## config.mk

```make
export PLATFORM = sky130hd
export DESIGN_NAME = pvas_ram
export DESIGN_NICKNAME = d
export VERILOG_FILES = /design/src/sv/pvas_ram.sv
export SDC_FILE = /design/constraint.sdc
export NUM_CORES = 1
export LEC_CHECK = 0
export CAP_MARGIN = 10
export CORE_MARGIN = 3
export CORE_UTILIZATION = 60
export DETAILED_ROUTE_END_ITERATION = 16
export DONT_BUFFER_PORTS = 1
export PLACE_DENSITY = 0.73
export SKIP_CTS_REPAIR_TIMING = 1
export SLEW_MARGIN = 5
export SYNTH_ARGS = -nofsm -noshare
export SYNTH_HDL_FRONTEND = slang
export SYNTH_SLANG_ARGS = --single-unit
export TNS_END_PERCENT = 5
```

## constraint.sdc

```tcl
create_clock -name clk -period 4.23 [get_ports clk]
set_input_delay 0.846 -clock clk [delete_from_list [all_inputs] [get_ports clk]]
set_output_delay 0.846 -clock clk [all_outputs]
set_load 0.02 [all_outputs]
```

## src/sv/pvas_ram.sv

```systemverilog
module pvas_ram #(
  parameter int WIDTH = 32,
  parameter int DEPTH = 32
) (
  input  logic                     clk,
  input  logic                     we,
  input  logic [$clog2(DEPTH)-1:0] waddr,
  input  logic [WIDTH-1:0]         wdata,
  input  logic [$clog2(DEPTH)-1:0] raddr,
  output logic [WIDTH-1:0]         rdata
);

  logic [WIDTH-1:0] mem [DEPTH];

  always_ff @(posedge clk) begin
    if (we) begin
      mem[waddr] <= wdata;
    end
    rdata <= mem[raddr];
  end

endmodule

```

==> results.json, run 1 <==
{
  "cp.arrival_ps": 3890,
  "max_slew_margin_pct": -81.03,
  "synth_cells": 2260,
  "antenna_found_initial": 4,
  "rows": 94,
  "switching_share_pct": 19.77,
  "port-buffer-count": 0,
  "hold_viol": 0,
  "outcome": "finished, violations left",
  "syn_area_sq_um": 40490,
  "setup_tns_ps": 0,
  "via_per_inst": 6.413,
  "routed_wl_mm": 91.89,
  "yosys-top-cells-count": "edfxtp_1, mux2i_1, nand2_1, nand3_1",
  "cts_tree": "yes",
  "irDropWorstVdd_mv": 0.3663,
  "cts-root-buf": "clkbuf_16",
  "ys_warn_count": 0,
  "drv_slew": 441,
  "path_class": "primary input to flip-flop",
  "setup_slack_ps": 840.1,
  "grt-ovfl-total": 0,
  "fin_crit_ps": 3390,
  "finalCritPeriodShare_pct": 80.14,
  "numCtsBuffers": 101,
  "layout-drive-gt1-share_pct": 9.801,
  "route.detailed.drc": 0,
  "syn2layout_area_growth_pct": 10.74,
  "dieWidth_microns": 265.8,
  "grt_max_degree": 513,
  "cts_max_level": 3,
  "yosysMostFrequentCell": "edfxtp_1",
  "tightestPinTransition_ps": 2715,
  "grt_usage_pct": 26.22,
  "cp.required_ps": 4730,
  "ant_nets": 0,
  "dieHeight_microns": 265.8,
  "yosysSeqAreaShare_pct": 77.54,
  "violations": "slew limit",
  "yosys.area.top_type": "edfxtp_1",
  "avgRoutedWirePerCell_microns": 28.43,
  "place_congestion": 0.8245,
  "preCtsSetupSlack_ps": 1155,
  "grt_pass1_wl_mm": 135.9,
  "clock_latency_ps": 660,
  "grt_pass1_vias": 20840,
  "die-area_sq_um": 70630,
  "fmax_ghz": 0.2950,
  "drtIter0Drc": 2485,
  "power_frac_clock_pct": 41.4,
  "end_kind": "flip-flop",
  "register_area_sq_um": 31390,
  "firstDrtPassIters": 5,
  "setup_violations": 0,
  "fin_nets": 2332,
  "cts_sinks": 1056,
  "synth_area_leaders": "edfxtp_1, mux2i_1, a22oi_1",
  "ys_seq_elements": 1056,
  "top_level_ports": 76,
  "syn-mean-instance-area_sq_um": 17.91,
  "synth-edff-count": 1024,
  "multi_input_area_sq_um": 8610,
  "p_switching_mw": 4.221,
  "p_seq_share_pct": 55.1,
  "start_kind": "primary input",
  "yosysTopAreaCellShare_pct": 75.95,
  "core_area_sq_um": 66330,
  "async_flop_share_pct": 0,
  "ys_types": 25,
  "hpwl_mm": 49.12,
  "p_int_mw": 17.13,
  "drv_cap": 0,
  "power.share.combinational_pct": 3.5,
  "ys.flop_type": "edfxtp_1",
  "nFillCells": 4290,
  "start_util_pct": 61.03,
  "leakage_nw": 15.47,
  "clk_pin_slew_worst_paths_ps": 60,
  "clockBufferDepth": 3,
  "num_vias": 20730,
  "synth_fp_nets": 2304,
  "cellPowerDensity_nw_per_um2": 476.2,
  "rsz0062_at_grt": "false",
  "hold_class": "primary input to flip-flop",
  "skew_ps": 22.40,
  "crit_fanout": 512
}
metal layers:
layer | GRT usage (%) | wire (microns)
met5 | 0 | 29
met4 | 8.210 | 2580
met3 | 4.506 | 8380
met2 | 41.66 | 43480
met1 | 37.86 | 37420
sequential cells by signal, indices dropped and copies added (netlist names):
| register | cells |
|---|---|
| mem | 1024 |
| rdata | 32 |
path summary, 6_finish.rpt:
kind | endpoint | depth (start not counted) | slack (ps) | startpoint
max | rdata[4] | 5 | 840 | raddr[0]
min | mem[15][25] | 0 | 280 | wdata[25]
max reg2reg | rdata[23] | 5 | 2460 | mem[5][23]
min reg2reg | rdata[15] | 4 | 600 | mem[26][15]
area by class of cell:
class                           count  area share (%)
Antenna cell                        1        0.005582
Clock inverter                     49           1.074
Multi-Input combinational cell   1077           19.20
Tap cell                          864           2.411
Clock buffer                      133           6.204
Timing Repair Buffer               52           1.083
Sequential cell                  1056           70.02
metrics by stage:
| stage | cell area (sq um) | power (mW) | utilization [%] | hold WS [ps] | instances |
|---|---|---|---|---|---|
| final | 44830 | 21.35 | 67.59 | 280.2 | 3232 |
| after detailed placement | 41540 | 12.68 | 62.62 | 584.5 | 3048 |
| after CTS | 44800 | 21.40 | 67.54 | 247.2 | 3230 |
| after floorplan | 40490 | 12.54 | - | 552.9 | 2260 |
| after global placement | 41520 | 12.67 | 62.59 | 580.2 | 3047 |
| after global routing | 44830 | 21.91 | 67.58 | 255.7 | 3231 |
critical path: stages:
cell	delay, ps
mux2i_1	860
a22o_1	210
nor3_1	70
a31oi_1	500
nand3_1	120
cell families (layout without fill, tap and decap cells):
family / Yosys count / count (layout) / share of synthesized area [%]
flip-flops: 1056 / 1056 / 77.53
multiplexers: 512 / 512 / 12.66
AO/OA/AOI/OAI: 288 / 288 / 4.846
AND/OR/NAND/NOR: 277 / 277 / 3.100
buffers and inverters: 127 / 234 / 1.860
other: 0 / 1 / 0
power by group through the flow:
stage	Sequential [mW]	Combinational (mW)	Clock [mW]
2_1_floorplan	11.9	0.601	0
3_3_place_gp	12.0	0.685	0
3_5_place_dp	12.0	0.694	0
4_1_cts	11.8	0.698	8.93
5_1_grt	11.8	0.750	9.39
6_report	11.8	0.755	8.83
cells in the final DEF, fill, tap and decap left out, types with 2 or more instances in the layout:
cell type  netlist  routed
clkbuf_8         0       7
nand3_1         98      98
nor2_4           0      33
edfxtp_1      1024    1024
buf_4           33      45
clkbuf_16        0     104
a21oi_1         96      96
mux2i_1        512     512
clkbuf_1        46      22
a22o_1          64      64
nand3b_1         5       5
clkinv_2         0      12
buf_12           0       6
a22oi_1         96      96
nor3_1          32      32
a31oi_1         32      32
dfxtp_1         32      32
or3b_2           3       3
clkinv_1         0      23
nand2b_2         0       2
bufinv_16        0       9
clkinv_8         0       3
nand2_1         98      97
(Power assumes the default switching activity.)
==> run 2: changes to the inputs <==
--- a/config.mk
+++ b/config.mk
@@ -7,10 +7,10 @@
 export LEC_CHECK = 0
 export CAP_MARGIN = 10
 export CORE_MARGIN = 3
-export CORE_UTILIZATION = 60
+export CORE_UTILIZATION = 57
 export DETAILED_ROUTE_END_ITERATION = 16
 export DONT_BUFFER_PORTS = 1
-export PLACE_DENSITY = 0.73
+export PLACE_DENSITY = 0.72
 export SKIP_CTS_REPAIR_TIMING = 1
 export SLEW_MARGIN = 5
 export SYNTH_ARGS = -nofsm -noshare
==> constraint.sdc (replaced) <==
create_clock -name clk -period 2.76 [get_ports clk]
set_input_delay 0.552 -clock clk [delete_from_list [all_inputs] [get_ports clk]]
set_output_delay 0.552 -clock clk [all_outputs]
set_load 0.02 [all_outputs]
==> results.json, run 2 (synthesis gave the netlist of run 1 again) <==
{
  "cts-root-buf": "clkbuf_16",
  "grt_pass1_wl_mm": 134.5,
  "place_congestion": 0.8453,
  "cp.arrival_ps": 3550,
  "core_area_sq_um": 70150,
  "end_kind": "flip-flop",
  "crit_path_end": "rdata[28]",
  "drtIter0Drc": 2545,
  "start_util_pct": 57.71,
  "num_vias": 21150,
  "dpl-instance-area_sq_um": 42070,
  "timing.hold.ws_ps": 21.34,
  "top_level_ports": 76,
  "setup_slack_ps": -288.0,
  "r2r-end": "rdata[28]",
  "cp.required_ps": 3260,
  "hpwl_mm": 50.60,
  "layout-drive-gt1-share_pct": 11.45,
  "crit_fanout": 512,
  "clk_pin_slew_worst_paths_ps": 60,
  "drv_cap": 0,
  "register_area_sq_um": 31390,
  "r2r.worst_path.cells": 5,
  "holdPathStages": 0,
  "rrSetupSlack_ps": 1260,
  "cts_tree": "yes",
  "grt-ovfl-total": 0,
  "grt_usage_pct": 24.55,
  "tightestPinTransition_ps": 3009,
  "regMostFlops": "mem",
  "power_frac_clock_pct": 41.1,
  "path_class": "primary input to flip-flop",
  "numCtsBuffers": 102,
  "finalPower_mw": 33.00,
  "hold_viol": 0,
  "preCtsSetupSlack_ps": 520.6,
  "clockBufferDepth": 3,
  "port-buffer-count": 0,
  "p_switching_mw": 6.653,
  "rsz0062_at_grt": "false",
  "clock_latency_ps": 640,
  "switching_share_pct": 20.16,
  "cts_max_level": 3,
  "nFillCells": 4675,
  "final_cell_mix": "edfxtp_1, mux2i_1, clkbuf_16",
  "p_seq_share_pct": 54.6,
  "max_slew_margin_pct": -100.6,
  "leakage_nw": 15.96,
  "outcome": "finished, violations left",
  "start_kind": "primary input",
  "route.detailed.drc": 0,
  "die-area_sq_um": 74260,
  "dieHeight_microns": 272.5,
  "fmax_ghz": 0.3281,
  "multi_input_area_sq_um": 8610,
  "finalCritPeriodShare_pct": 110.4,
  "avgRoutedWirePerCell_microns": 27.83,
  "grt_max_degree": 513,
  "dpl.cell_count": 3152,
  "cts_sinks": 1056,
  "hold_class": "primary input to flip-flop",
  "routed_wl_mm": 94.49,
  "violations": "slew limit, setup timing",
  "antenna_found_initial": 1,
  "dieWidth_microns": 272.5,
  "largest_reg_flops": 1024,
  "finalNonFillerCells": 3395,
  "final_common_cell": "edfxtp_1",
  "p_int_mw": 26.34,
  "setup_violations": 12,
  "ant_nets": 0,
  "r2r-start": "mem[7][28]",
  "syn2layout_area_growth_pct": 13.61,
  "power.share.combinational_pct": 4.3,
  "via_per_inst": 6.230,
  "fin_crit_ps": 3048,
  "firstDrtPassIters": 6,
  "fin_area_sq_um": 45990,
  "rows": 97,
  "crit_path_start": "raddr[0]",
  "fin_nets": 2415,
  "cellPowerDensity_nw_per_um2": 717.4,
  "antennaDiodeCount": 0,
  "skew_ps": 21.91,
  "irDropWorstVdd_mv": 0.4463,
  "reg_top3": "mem x1024, rdata x32",
  "drv_slew": 308,
  "grt_pass1_vias": 20780
}
run 2: cell type report:
class	instances	share of cell area, %
flip-flops and latches	1056	68.25
multi-input cells	1077	18.72
clock buffers	138	6.129
repair buffers	134	3.313
well taps	940	2.557
clock inverters	50	1.034
run 2: worst max-delay path, stage by stage:
cell,delay (ps)
mux2i_1,970
a22o_1,250
nor3_1,50
a31oi_1,330
nand3_1,130
run 2: through the flow:
stage / setup TNS, ps / util, %
after global placement: 0 / 59.97
after global routing: 0 / 65.57
after CTS: 0 / 64.67
after detailed placement: 0 / 59.97
after floorplan: -75910 / -
final: -1486 / 65.57
run 2: how the worst min path moves through the flow:
| stage | start | slack (ps) | endpoint |
|---|---|---|---|
| floorplan | mem[16][10] | 550 | rdata[10] |
| global placement | mem[16][7] | 570 | rdata[7] |
| detailed placement | mem[16][17] | 580 | rdata[17] |
| CTS | wdata[0] | -40 | mem[9][0] |
| global route | wdata[22] | 0.008 | mem[12][22] |
| finish | wdata[18] | 20 | mem[5][18] |
run 2: power by group through the flow:
stage / Sequential [mW] / Combinational [mW] / Clock, mW
6_report: 18.0 / 1.42 / 13.5
5_1_grt: 18.0 / 1.44 / 14.4
4_1_cts: 18.0 / 1.08 / 13.7
3_5_place_dp: 18.4 / 1.08 / 0
3_3_place_gp: 18.4 / 1.06 / 0
2_1_floorplan: 18.3 / 0.921 / 0
run 2: metal layers:
layer | GRT usage [%] | share of wire (%) | wire length [microns]
met4 | 7.597 | 2.5 | 2371
met1 | 35.19 | 41 | 39080
met3 | 4.144 | 8.6 | 8146
met2 | 39.14 | 48 | 44890
met5 | 0 | 0 | 0
==> run 3: changes to the inputs <==
--- a/config.mk
+++ b/config.mk
@@ -7,10 +7,10 @@
 export LEC_CHECK = 0
 export CAP_MARGIN = 10
 export CORE_MARGIN = 3
-export CORE_UTILIZATION = 57
+export CORE_UTILIZATION = 60
 export DETAILED_ROUTE_END_ITERATION = 16
 export DONT_BUFFER_PORTS = 1
-export PLACE_DENSITY = 0.72
+export PLACE_DENSITY = 0.73
 export SKIP_CTS_REPAIR_TIMING = 1
 export SLEW_MARGIN = 5
 export SYNTH_ARGS = -nofsm -noshare
==> constraint.sdc (replaced) <==
create_clock -name clk -period 2.9 [get_ports clk]
set_input_delay 0.58 -clock clk [delete_from_list [all_inputs] [get_ports clk]]
set_output_delay 0.58 -clock clk [all_outputs]
set_load 0.02 [all_outputs]
==> results.json, run 3 (synthesis gave the netlist of run 1 again) <==
{
  "dpl-instance-area_sq_um": 41950,
  "place_congestion": 0.7934,
  "irDropWorstVdd_mv": 0.4427,
  "port-buffer-count": 0,
  "avgRoutedWirePerCell_microns": 28.76,
  "finalCritPeriodShare_pct": 92.05,
  "tightestPinTransition_ps": 2464,
  "fin_nets": 2351,
  "cp.required_ps": 3430,
  "finalNonFillerCells": 3259,
  "r2r.worst_path.cells": 5,
  "cts_max_level": 3,
  "dieHeight_microns": 265.8,
  "ant_nets": 0,
  "hpwl_mm": 49.66,
  "grt_pass1_wl_mm": 136.6,
  "antennaDiodeCount": 0,
  "rsz0062_at_grt": "false",
  "cts_tree": "yes",
  "setup_tns_ps": 0,
  "grt_max_degree": 513,
  "outcome": "finished, violations left",
  "final_cell_mix": "edfxtp_1, mux2i_1, clkbuf_16",
  "cts-root-buf": "clkbuf_16",
  "grt_usage_pct": 26.53,
  "finalCoreUtilization_pct": 68.44,
  "dieWidth_microns": 265.8,
  "violations": "slew limit",
  "via_per_inst": 6.392,
  "hold_class": "primary input to flip-flop",
  "worstHoldStart": "wdata[28]",
  "fmax_ghz": 0.3746,
  "holdPathStages": 0,
  "numCtsBuffers": 103,
  "hold_viol": 0,
  "skew_ps": 28.17,
  "start_util_pct": 61.03,
  "clockBufferDepth": 3,
  "drtIter0Drc": 2543,
  "syn2layout_area_growth_pct": 12.13,
  "dpl.cell_count": 3065,
  "cellPowerDensity_nw_per_um2": 697.8,
  "nFillCells": 4187,
  "rows": 94,
  "rrSetupSlack_ps": 1430,
  "routed_wl_mm": 93.74,
  "clk_pin_slew_worst_paths_ps": 60,
  "final_common_cell": "edfxtp_1",
  "fin_area_sq_um": 45400,
  "firstDrtPassIters": 5,
  "top_level_ports": 76,
  "end_kind": "flip-flop",
  "largest_reg_flops": 1024,
  "regMostFlops": "mem",
  "r2r-end": "rdata[12]",
  "layout-drive-gt1-share_pct": 11.36,
  "fin_crit_ps": 2670,
  "cp.arrival_ps": 3200,
  "clock_latency_ps": 650,
  "crit_fanout": 512,
  "r2r-start": "mem[1][12]",
  "start_kind": "primary input",
  "cts_sinks": 1056,
  "max_slew_margin_pct": -64.27,
  "num_vias": 20830,
  "reg_top3": "mem x1024, rdata x32",
  "core_area_sq_um": 66330,
  "antenna_found_initial": 5,
  "drv_cap": 0,
  "die-area_sq_um": 70630,
  "grt_pass1_vias": 20650,
  "path_class": "primary input to flip-flop",
  "grt-ovfl-total": 0,
  "setup_violations": 0,
  "whs_endpoint": "mem[9][28]",
  "route.detailed.drc": 0,
  "leakage_nw": 15.74,
  "drv_slew": 353
}
## run 3: worst max path at each step
| stage | slack, ps | to | from |
|---|---|---|---|
| final | 230 | rdata[25] | raddr[0] |
| after global placement | 570 | rdata[13] | raddr[2] |
| after detailed placement | 580 | mem[12][27] | waddr[1] |
| after floorplan | -110 | mem[12][0] | waddr[1] |
| after global routing | 970 | rdata[14] | rdata[14] |
| after CTS | 950 | rdata[14] | rdata[14] |
## run 3: routing by layer
metal	vias up	global-route usage (%)	wire, microns
met4	0	10.36	3392
met2	938	41.99	44930
met5	-	0	0
met1	10620	37.93	38290
met3	178	4.054	7126
li1	9092	-	-
## run 3: cell type report
class                           instances  area [sq um]  share of cell area, %
Sequential cell                      1056         31390                  69.15
Clock buffer                          144          2923                  6.438
Tap cell                              864          1081                  2.381
Timing Repair Buffer                   69         883.3                  1.946
Clock inverter                         49         509.2                  1.122
Multi-Input combinational cell       1077          8610                  18.97
## run 3: worst max-delay path, stage by stage
cell and delay, ps:
mux2i_1 940, a22oi_1 200, a31oi_1 240, nand3_1 110
## run 3: power by group
part           leakage (nW)  internal [mW]  total [mW]  switching (mW)
Clock                  1.70           7.91        13.4            5.49
Combinational          4.54          0.517        1.10           0.585
Sequential             9.49           17.0        17.2           0.202
Total                  15.7           25.4        31.7            6.28
## run 3: stage by stage
step	total power [mW]	setup slack, ps	hold WS [ps]
after floorplan	18.30	-114.1	552.9
after global placement	18.50	567.3	571.9
after CTS	31.75	950.5	-7.280
after global routing	32.43	965.8	0.2692
final	31.68	230.5	18.08
after detailed placement	18.52	579.7	581.6
